**src/rtl/sha256md_pkg.sv**
```systemverilog
package sha256md_pkg;

   typedef struct packed {
      logic [7:0] data_byte;
      logic       byte_present;
      logic       message_end;
   } req_type;

   typedef struct packed {
      logic [31:0] digest_word;
      logic [2:0]  word_number;
      logic        final_word;
   } rsp_type;

   localparam logic [1:0] BSEL_DATA = 2'd0;
   localparam logic [1:0] BSEL_PAD  = 2'd1;
   localparam logic [1:0] BSEL_ZERO = 2'd2;
   localparam logic [1:0] BSEL_LEN  = 2'd3;

   localparam logic [5:0] FILL_LAST = 6'd63;
   localparam logic [5:0] FILL_LEN  = 6'd56;
   localparam logic [2:0] WORD_LAST = 3'd7;
   localparam logic [5:0] ROUND_LAST = 6'd63;
   localparam logic [7:0] PAD_BYTE  = 8'h80;

   typedef struct packed {
      logic       byte_wr;
      logic [1:0] byte_sel;
      logic       count_bytes;
      logic       clear_len;
      logic       load_vars;
      logic       round_en;
      logic [5:0] round_idx;
      logic       chain_add;
      logic       emit_shift;
      logic [2:0] emit_idx;
   } cmd_type;

   typedef struct packed {
      logic [5:0] fill;
   } sts_type;

   function automatic logic [31:0] sha_iv(input logic [2:0] idx);
      logic [31:0] v;
      case (idx)
         3'd0: v = 32'h6a09e667;
         3'd1: v = 32'hbb67ae85;
         3'd2: v = 32'h3c6ef372;
         3'd3: v = 32'ha54ff53a;
         3'd4: v = 32'h510e527f;
         3'd5: v = 32'h9b05688c;
         3'd6: v = 32'h1f83d9ab;
         default: v = 32'h5be0cd19;
      endcase
      return v;
   endfunction

   function automatic logic [31:0] sha_k(input logic [5:0] idx);
      logic [31:0] v;
      case (idx)
         6'd0:  v = 32'h428a2f98;  6'd1:  v = 32'h71374491;
         6'd2:  v = 32'hb5c0fbcf;  6'd3:  v = 32'he9b5dba5;
         6'd4:  v = 32'h3956c25b;  6'd5:  v = 32'h59f111f1;
         6'd6:  v = 32'h923f82a4;  6'd7:  v = 32'hab1c5ed5;
         6'd8:  v = 32'hd807aa98;  6'd9:  v = 32'h12835b01;
         6'd10: v = 32'h243185be;  6'd11: v = 32'h550c7dc3;
         6'd12: v = 32'h72be5d74;  6'd13: v = 32'h80deb1fe;
         6'd14: v = 32'h9bdc06a7;  6'd15: v = 32'hc19bf174;
         6'd16: v = 32'he49b69c1;  6'd17: v = 32'hefbe4786;
         6'd18: v = 32'h0fc19dc6;  6'd19: v = 32'h240ca1cc;
         6'd20: v = 32'h2de92c6f;  6'd21: v = 32'h4a7484aa;
         6'd22: v = 32'h5cb0a9dc;  6'd23: v = 32'h76f988da;
         6'd24: v = 32'h983e5152;  6'd25: v = 32'ha831c66d;
         6'd26: v = 32'hb00327c8;  6'd27: v = 32'hbf597fc7;
         6'd28: v = 32'hc6e00bf3;  6'd29: v = 32'hd5a79147;
         6'd30: v = 32'h06ca6351;  6'd31: v = 32'h14292967;
         6'd32: v = 32'h27b70a85;  6'd33: v = 32'h2e1b2138;
         6'd34: v = 32'h4d2c6dfc;  6'd35: v = 32'h53380d13;
         6'd36: v = 32'h650a7354;  6'd37: v = 32'h766a0abb;
         6'd38: v = 32'h81c2c92e;  6'd39: v = 32'h92722c85;
         6'd40: v = 32'ha2bfe8a1;  6'd41: v = 32'ha81a664b;
         6'd42: v = 32'hc24b8b70;  6'd43: v = 32'hc76c51a3;
         6'd44: v = 32'hd192e819;  6'd45: v = 32'hd6990624;
         6'd46: v = 32'hf40e3585;  6'd47: v = 32'h106aa070;
         6'd48: v = 32'h19a4c116;  6'd49: v = 32'h1e376c08;
         6'd50: v = 32'h2748774c;  6'd51: v = 32'h34b0bcb5;
         6'd52: v = 32'h391c0cb3;  6'd53: v = 32'h4ed8aa4a;
         6'd54: v = 32'h5b9cca4f;  6'd55: v = 32'h682e6ff3;
         6'd56: v = 32'h748f82ee;  6'd57: v = 32'h78a5636f;
         6'd58: v = 32'h84c87814;  6'd59: v = 32'h8cc70208;
         6'd60: v = 32'h90befffa;  6'd61: v = 32'ha4506ceb;
         6'd62: v = 32'hbef9a3f7;
         default: v = 32'hc67178f2;
      endcase
      return v;
   endfunction

endpackage

```
**src/rtl/sha256md_dp.sv**
```systemverilog
module sha256md_dp (
   input  logic                  clock,
   input  logic                  reset,
   input  sha256md_pkg::req_type req_data,
   input  sha256md_pkg::cmd_type cmd,
   output sha256md_pkg::sts_type sts,
   output sha256md_pkg::rsp_type rsp_data
);
   import sha256md_pkg::*;

   logic [5:0]  fill_ff, fill_in;
   logic [60:0] msg_ff, msg_in;
   logic [23:0] acc_ff, acc_in;
   logic [31:0] win_ff [16];
   logic [31:0] win_in [16];
   logic [31:0] vars_ff [8];
   logic [31:0] vars_in [8];
   logic [31:0] chain_ff [8];
   logic [31:0] chain_in [8];

   logic [7:0]  wr_byte;
   logic [63:0] len_bits;
   logic [31:0] x15, x2, s0, s1, sched, new_w;
   logic [31:0] big_s0, big_s1, ch, maj, t1, t2;

   assign len_bits = {msg_ff, 3'b000} << {fill_ff[2:0], 3'b000};

   always_comb begin
      case (cmd.byte_sel)
         BSEL_DATA: wr_byte = req_data.data_byte;
         BSEL_PAD:  wr_byte = PAD_BYTE;
         BSEL_ZERO: wr_byte = 8'h00;
         BSEL_LEN:  wr_byte = len_bits[63:56];
         default:   wr_byte = 8'h00;
      endcase
   end

   assign x15   = win_ff[1];
   assign x2    = win_ff[14];
   assign s0    = {x15[6:0], x15[31:7]} ^ {x15[17:0], x15[31:18]} ^ (x15 >> 3);
   assign s1    = {x2[16:0], x2[31:17]} ^ {x2[18:0], x2[31:19]} ^ (x2 >> 10);
   assign sched = win_ff[0] + s0 + win_ff[9] + s1;
   assign new_w = (cmd.round_idx[5:4] == 2'b00) ? win_ff[0] : sched;

   assign big_s1 = {vars_ff[4][5:0], vars_ff[4][31:6]} ^ {vars_ff[4][10:0], vars_ff[4][31:11]}
                 ^ {vars_ff[4][24:0], vars_ff[4][31:25]};
   assign big_s0 = {vars_ff[0][1:0], vars_ff[0][31:2]} ^ {vars_ff[0][12:0], vars_ff[0][31:13]}
                 ^ {vars_ff[0][21:0], vars_ff[0][31:22]};
   assign ch  = (vars_ff[4] & vars_ff[5]) ^ (~vars_ff[4] & vars_ff[6]);
   assign maj = (vars_ff[0] & vars_ff[1]) ^ (vars_ff[0] & vars_ff[2])
              ^ (vars_ff[1] & vars_ff[2]);
   assign t1  = vars_ff[7] + big_s1 + ch + sha_k(cmd.round_idx) + new_w;
   assign t2  = big_s0 + maj;

   always_comb begin
      fill_in  = fill_ff;
      msg_in   = msg_ff;
      acc_in   = acc_ff;
      win_in   = win_ff;
      vars_in  = vars_ff;
      chain_in = chain_ff;

      if (cmd.byte_wr) begin
         fill_in = fill_ff + 6'd1;
         acc_in  = {acc_ff[15:0], wr_byte};
         if (fill_ff[1:0] == 2'b11) begin
            for (int j = 0; j < 15; j++) begin
               win_in[j] = win_ff[j + 1];
            end
            win_in[15] = {acc_ff, wr_byte};
         end
      end
      if (cmd.count_bytes) begin
         msg_in = msg_ff + 61'd1;
      end
      if (cmd.clear_len) begin
         msg_in = '0;
      end
      if (cmd.load_vars) begin
         vars_in = chain_ff;
      end
      if (cmd.round_en) begin
         for (int j = 0; j < 15; j++) begin
            win_in[j] = win_ff[j + 1];
         end
         win_in[15] = new_w;
         vars_in[7] = vars_ff[6];
         vars_in[6] = vars_ff[5];
         vars_in[5] = vars_ff[4];
         vars_in[4] = vars_ff[3] + t1;
         vars_in[3] = vars_ff[2];
         vars_in[2] = vars_ff[1];
         vars_in[1] = vars_ff[0];
         vars_in[0] = t1 + t2;
      end
      if (cmd.chain_add) begin
         for (int j = 0; j < 8; j++) begin
            chain_in[j] = chain_ff[j] + vars_ff[j];
         end
      end
      if (cmd.emit_shift) begin
         for (int j = 0; j < 7; j++) begin
            chain_in[j] = chain_ff[j + 1];
         end
         chain_in[7] = sha_iv(cmd.emit_idx);
      end
   end

   always_ff @(posedge clock) begin
      if (reset) begin
         fill_ff <= '0;
         msg_ff  <= '0;
         for (int j = 0; j < 8; j++) begin
            chain_ff[j] <= sha_iv(3'(j));
         end
      end else begin
         fill_ff  <= fill_in;
         msg_ff   <= msg_in;
         chain_ff <= chain_in;
      end
   end

   always_ff @(posedge clock) begin
      acc_ff  <= acc_in;
      win_ff  <= win_in;
      vars_ff <= vars_in;
   end

   assign sts.fill             = fill_ff;
   assign rsp_data.digest_word = chain_ff[0];
   assign rsp_data.word_number = cmd.emit_idx;
   assign rsp_data.final_word  = (cmd.emit_idx == WORD_LAST);

endmodule

```
**src/rtl/sha256md_ctrl.sv**
```systemverilog
module sha256md_ctrl (
   input  logic                  clock,
   input  logic                  reset,
   input  logic                  req_valid,
   output logic                  req_ready,
   input  sha256md_pkg::req_type req_data,
   output logic                  rsp_valid,
   input  logic                  rsp_ready,
   input  sha256md_pkg::sts_type sts,
   output sha256md_pkg::cmd_type cmd
);
   import sha256md_pkg::*;

   localparam logic [2:0] ST_IDLE  = 3'd0;
   localparam logic [2:0] ST_ROUND = 3'd1;
   localparam logic [2:0] ST_ADD   = 3'd2;
   localparam logic [2:0] ST_PAD   = 3'd3;
   localparam logic [2:0] ST_LEN   = 3'd4;
   localparam logic [2:0] ST_EMIT  = 3'd5;

   logic [2:0] state_ff, state_in;
   logic [5:0] rnd_ff, rnd_in;
   logic [2:0] emit_ff, emit_in;
   logic       end_ff, end_in;
   logic       first_ff, first_in;
   logic       final_ff, final_in;

   always_comb begin
      state_in  = state_ff;
      rnd_in    = rnd_ff;
      emit_in   = emit_ff;
      end_in    = end_ff;
      first_in  = first_ff;
      final_in  = final_ff;
      req_ready = 1'b0;
      rsp_valid = 1'b0;
      cmd       = '0;
      cmd.round_idx = rnd_ff;
      cmd.emit_idx  = emit_ff;

      case (state_ff)
         ST_IDLE: begin
            req_ready = 1'b1;
            if (req_valid) begin
               end_in   = req_data.message_end;
               first_in = req_data.message_end;
               if (req_data.byte_present) begin
                  cmd.byte_wr     = 1'b1;
                  cmd.byte_sel    = BSEL_DATA;
                  cmd.count_bytes = 1'b1;
                  if (sts.fill == FILL_LAST) begin
                     cmd.load_vars = 1'b1;
                     state_in      = ST_ROUND;
                  end else if (req_data.message_end) begin
                     state_in = ST_PAD;
                  end
               end else if (req_data.message_end) begin
                  state_in = ST_PAD;
               end
            end
         end
         ST_ROUND: begin
            cmd.round_en = 1'b1;
            rnd_in       = rnd_ff + 6'd1;
            if (rnd_ff == ROUND_LAST) begin
               state_in = ST_ADD;
            end
         end
         ST_ADD: begin
            cmd.chain_add = 1'b1;
            if (final_ff) begin
               state_in = ST_EMIT;
            end else if (end_ff) begin
               state_in = ST_PAD;
            end else begin
               state_in = ST_IDLE;
            end
         end
         ST_PAD: begin
            if (first_ff || sts.fill != FILL_LEN) begin
               cmd.byte_wr  = 1'b1;
               cmd.byte_sel = first_ff ? BSEL_PAD : BSEL_ZERO;
               first_in     = 1'b0;
               if (sts.fill == FILL_LAST) begin
                  cmd.load_vars = 1'b1;
                  state_in      = ST_ROUND;
               end
            end else begin
               state_in = ST_LEN;
            end
         end
         ST_LEN: begin
            cmd.byte_wr  = 1'b1;
            cmd.byte_sel = BSEL_LEN;
            if (sts.fill == FILL_LAST) begin
               cmd.load_vars = 1'b1;
               final_in      = 1'b1;
               state_in      = ST_ROUND;
            end
         end
         ST_EMIT: begin
            rsp_valid = 1'b1;
            if (rsp_ready) begin
               cmd.emit_shift = 1'b1;
               emit_in        = emit_ff + 3'd1;
               if (emit_ff == WORD_LAST) begin
                  cmd.clear_len = 1'b1;
                  final_in      = 1'b0;
                  end_in        = 1'b0;
                  state_in      = ST_IDLE;
               end
            end
         end
         default: begin
            state_in = ST_IDLE;
         end
      endcase
   end

   always_ff @(posedge clock) begin
      if (reset) begin
         state_ff <= ST_IDLE;
         rnd_ff   <= '0;
         emit_ff  <= '0;
         end_ff   <= 1'b0;
         first_ff <= 1'b0;
         final_ff <= 1'b0;
      end else begin
         state_ff <= state_in;
         rnd_ff   <= rnd_in;
         emit_ff  <= emit_in;
         end_ff   <= end_in;
         first_ff <= first_in;
         final_ff <= final_in;
      end
   end

endmodule

```
**src/rtl/sha256_message_digest_top.sv**
```systemverilog
// SHA-256 hash engine fed one message byte per input word.
// The request channel carries a byte, a flag that says whether the byte is
// present, and an end-of-message flag; an end word with no byte is allowed,
// so the empty message can be hashed.
// Bytes are taken one per cycle until a 64-byte block is full.
// The block is then compressed by one round unit, one round per cycle,
// and the result is folded into the chaining value.
// During that time the request channel is not ready. At the end of a
// message the engine inserts the pad byte, zero fill and the bit length
// one byte per cycle, pausing while a block is compressed, and compresses
// one or two final blocks.
// The digest then leaves as eight 32-bit words on the response channel,
// most significant first, the last one flagged.
// No new request is taken until all eight words are taken; a stalled
// receiver holds the current word steady.
// After the last word the chaining value is back at the initial value.
// Reset returns the engine to the start of an empty message.
module sha256_message_digest_top (
   input  logic                  clock,
   input  logic                  reset,
   input  logic                  req_valid,
   output logic                  req_ready,
   input  sha256md_pkg::req_type req_data,
   output logic                  rsp_valid,
   input  logic                  rsp_ready,
   output sha256md_pkg::rsp_type rsp_data
);
   import sha256md_pkg::*;

   cmd_type cmd;
   sts_type sts;

   sha256md_ctrl u_ctrl (
      .clock     (clock),
      .reset     (reset),
      .req_valid (req_valid),
      .req_ready (req_ready),
      .req_data  (req_data),
      .rsp_valid (rsp_valid),
      .rsp_ready (rsp_ready),
      .sts       (sts),
      .cmd       (cmd)
   );

   sha256md_dp u_dp (
      .clock    (clock),
      .reset    (reset),
      .req_data (req_data),
      .cmd      (cmd),
      .sts      (sts),
      .rsp_data (rsp_data)
   );

endmodule
```
**config.mk**
```make
export PLATFORM = sky130hd
export DESIGN_NAME = sha256_message_digest_top
export DESIGN_NICKNAME = d
export VERILOG_FILES = /design/src/rtl/sha256md_pkg.sv /design/src/rtl/sha256md_dp.sv /design/src/rtl/sha256md_ctrl.sv /design/src/rtl/sha256_message_digest_top.sv
export SDC_FILE = /design/constraint.sdc
export NUM_CORES = 2
export LEC_CHECK = 0
export ABC_AREA = 1
export BUFFER_PORTS_ARGS = -buffer_cell sky130_fd_sc_hd__buf_2
export CORE_UTILIZATION = 45
export DETAILED_ROUTE_END_ITERATION = 10
export SLEW_MARGIN = 0
export SYNTH_ARGS = -nofsm -noshare
export SYNTH_HDL_FRONTEND = slang
export SYNTH_SLANG_ARGS = --single-unit
export TNS_END_PERCENT = 50
```
**constraint.sdc**
```tcl
create_clock -name clock -period 42.5 [get_ports clock]
set_input_delay 2.125 -clock clock [delete_from_list [all_inputs] [get_ports clock]]
set_output_delay 2.125 -clock clock [all_outputs]
set_load 0.005 [all_outputs]
```
==> load_flow_metrics.sql <==
INSERT INTO impl_metrics (metric_group, metric, value, unit) VALUES
('synthesis', 'synth.yosys.seq_area_share', '42.2', '%'),
('cts', 'clkSinkCount', '1162', ''),
('floorplanning', 'die_height', '407', 'um'),
('sta', 'worst_clock_skew', '0.0556', 'ns'),
('sta', 'min_period', '10.91', 'ns'),
('place', 'io_buffers', '51', ''),
('cts', 'cts_htree_levels', '4', ''),
('critical_path', 'reg2regPathDepth', '41', ''),
('grt', 'global_route_wire_length_before_repair', '428000', 'um'),
('sta', 'final_setup_violation_count', '0', ''),
('grt', 'grt_max_degree', '201', ''),
('layout', 'layout_commonest_cell', 'sky130_fd_sc_hd__nand2_1', ''),
('layout', 'num-fill-cells', '15700', ''),
('place', 'post-dp-hpwl', '234000', 'um'),
('critical_path', 'worst-path-stages', '41', ''),
('routing', 'remaining_drc_errors', '0', ''),
('synthesis', 'synth_top_flop_cell', 'sky130_fd_sc_hd__edfxtp_1', ''),
('routing', 'wire_per_inst', '27.5', 'um'),
('grt', 'grt_pass1_vias', '60700', ''),
('floorplanning', 'rows', '148', ''),
('critical_path', 'critPathArrivalTime', '11.43', 'ns'),
('synthesis', 'biggest_area_consumer_among_synthesized_cells', 'sky130_fd_sc_hd__edfxtp_1', ''),
('routing', 'routed_via_count', '63900', ''),
('layout', 'most-common-layout-cells', 'sky130_fd_sc_hd__nand2_1, sky130_fd_sc_hd__inv_1, sky130_fd_sc_hd__edfxtp_1', ''),
('routing', 'drt-pass1-iter-count', '6', ''),
('floorplanning', 'die_area', '166000', 'um2'),
('floorplanning', 'io_pins', '52', ''),
('critical_path', 'cp.buffers_inverters', '6', ''),
('routing', 'first_iter_violations', '6955', ''),
('sta', 'final-max-slew-violation-count', '0', ''),
('sta', 'fin_ws', '31.59', 'ns'),
('synthesis', 'synth_warnings', '0', ''),
('layout', 'layout_cells_sized_above_1', '5.06', '%'),
('cts', 'cts_hold_repair.buffers', '0', ''),
('synthesis', 'yosys-top-cells-area', 'sky130_fd_sc_hd__edfxtp_1, sky130_fd_sc_hd__dfxtp_1, sky130_fd_sc_hd__nand2_1', ''),
('run_status', 'run_status', 'complete, no violations', ''),
('sta', 'rsz0062_at_grt', 'false', ''),
('grt', 'antenna_violations_before_repair', '6', ''),
('layout', 'area_growth', '9.27', '%'),
('sta', 'hold_viol', '0', ''),
('critical_path', 'worst-setup-path-type', 'reg2reg', ''),
('sta', 'setup-tns-final', '0', 'ns'),
('sta', 'final.period_utilization', '25.7', '%'),
('floorplanning', 'chipWidth', '407', 'um'),
('grt', 'grtUsageTotal', '35.3', '%'),
('critical_path', 'worst_setup_path_end_kind', 'register', ''),
('cts', 'postCtsSetupBuffers', '0', ''),
('routing', 'finalWirelength', '299000', 'um'),
('synthesis', 'edff_count_synth', '792', ''),
('synthesis', 'yosys_top_cell_area_share', '32.1', '%'),
('synthesis', 'synth_area', '74000', 'um2'),
('sta', 'tightest_slew', '1.35', 'ns'),
('floorplanning', 'floorplan.initialDensity', '45.4', '%'),
('cts', 'cts.repair.resized', '0', ''),
('sta', 'max_freq', '91.6', 'MHz'),
('cts', 'cts_tree', 'yes', ''),
('critical_path', 'cpLargestDelayFamily', 'adder cells', ''),
('place', 'pre_cts_slack', '31.87', 'ns'),
('critical_path', 'worst-path-max-fanout', '5', ''),
('cts', 'cts-root-buf', 'sky130_fd_sc_hd__clkbuf_16', ''),
('sta', 'timing.max_slew.rel_slack', '8.78', '%'),
('synthesis', 'synth_fp_nets', '9261', ''),
('hold_path', 'min_path_type', 'reg2reg', ''),
('critical_path', 'path_common_cell', 'sky130_fd_sc_hd__nand2_1', ''),
('synthesis', 'syn_inst', '8654', ''),
('cts', 'cts.clk_slew.worst_paths', '0.06', 'ns'),
('routing', 'ant_nets', '0', ''),
('critical_path', 'critical_path.startpoint_type', 'register', ''),
('grt', 'global_route.overflow_total', '0', ''),
('floorplanning', 'core_area', '163000', 'um2'),
('critical_path', 'timing.critical_path.slowest_stage_cell', 'sky130_fd_sc_hd__o21ai_0', '');
## synthesized netlist by cell type (19+ instances only)
cell,instances
sky130_fd_sc_hd__o211ai_1,71
sky130_fd_sc_hd__xor2_1,249
sky130_fd_sc_hd__o21bai_1,59
sky130_fd_sc_hd__xnor2_1,230
sky130_fd_sc_hd__o21ai_0,780
sky130_fd_sc_hd__inv_1,1022
sky130_fd_sc_hd__dfxtp_1,370
sky130_fd_sc_hd__a21boi_0,38
sky130_fd_sc_hd__nand4_1,66
sky130_fd_sc_hd__nor3_1,134
sky130_fd_sc_hd__nor2_1,479
sky130_fd_sc_hd__a21oi_1,665
sky130_fd_sc_hd__nor4_1,22
sky130_fd_sc_hd__edfxtp_1,792
sky130_fd_sc_hd__o21a_1,24
sky130_fd_sc_hd__nand2_1,1810
sky130_fd_sc_hd__a31oi_1,125
sky130_fd_sc_hd__buf_4,39
sky130_fd_sc_hd__nand3b_1,22
sky130_fd_sc_hd__ha_1,398
sky130_fd_sc_hd__a21o_1,71
sky130_fd_sc_hd__buf_1,19
sky130_fd_sc_hd__or2_2,59
sky130_fd_sc_hd__a221oi_1,97
sky130_fd_sc_hd__o22ai_1,26
sky130_fd_sc_hd__fa_1,195
sky130_fd_sc_hd__buf_2,23
sky130_fd_sc_hd__nand3_1,357
sky130_fd_sc_hd__clkbuf_1,248
sky130_fd_sc_hd__o221ai_1,28
## through the flow
step / cells / util (%) / instance area, um2 / hold slack [ns]
after detailed placement: 10600 / 46.8 / 76300 / 0.405
after CTS: 10900 / 49.6 / 80800 / 0.411
after global placement: 10600 / 46.8 / 76300 / 0.401
final: 10900 / 49.6 / 80800 / 0.412
after global routing: 10900 / 49.6 / 80800 / 0.417
after floorplan: 8654 / - / 74000 / 0.400
## worst paths after layout
path,startpoint,endpoint,slack (ns)
worst min-delay path,u_dp.win_ff[188],u_dp.win_ff[220],0.41
worst max-delay path,u_dp.x15[8],u_dp.vars_ff[255],31.59
worst min register to register,u_dp.win_ff[188],u_dp.win_ff[220],0.41
worst max register to register,u_dp.x15[8],u_dp.vars_ff[255],31.59
## kinds of logic (layout without fill, tap and decap cells)
group / count (synthesis) / after routing / synth area share (%)
compound gates: 2062 / 2062 / 16.0
xor+xnor: 479 / 479 / 5.67
fa+ha+maj: 597 / 597 / 12.1
buf+inv: 1362 / 1411 / 7.15
flops: 1162 / 1162 / 42.2
other cells: 0 / 2 / 0
simple gates: 2992 / 2992 / 16.9
## flip-flops by register name (all words and copies together), names as in the netlist, named ones only
| signal | count |
|---|---|
| u_ctrl.rnd_ff | 6 |
| u_ctrl.end_ff | 1 |
| u_dp.win_ff | 448 |
| u_dp.acc_ff | 24 |
| u_dp.sts | 6 |
| u_ctrl.final_ff | 1 |
| u_dp.x2 | 32 |
| u_ctrl.emit_ff | 3 |
| u_ctrl.first_ff | 1 |
| u_dp.chain_ff | 224 |
| u_ctrl.state_ff | 3 |
| u_dp.rsp_data | 32 |
| u_dp.x15 | 32 |
| u_dp.msg_ff | 61 |
| u_dp.vars_ff | 256 |
## layer usage
layer	wire (um)	part of all wire (%)	up-vias	track usage (%)
li1	-	-	29400	-
met1	127000	43	31200	48.3
met2	132000	44	2774	54.7
met3	23200	7.8	487	5.58
met4	15800	5.3	10	16.8
met5	68	0.023	-	0
## cell type report
type | instances | area [um2] | share of cell area, %
Multi-Input combinational cell | 6130 | 37600 | 46.5
Sequential cell | 1162 | 31200 | 38.6
Inverter | 1033 | 3900 | 4.83
Clock buffer | 173 | 3600 | 4.46
Tap cell | 2175 | 2720 | 3.37
Timing Repair Buffer | 137 | 947 | 1.17
Clock inverter | 68 | 908 | 1.12
Antenna cell | 2 | 5.00 | 0.00619
Power is left out: the tool's default activity adds up to more than one toggle a clock period on the data nets, which glitch-free logic cannot reach.
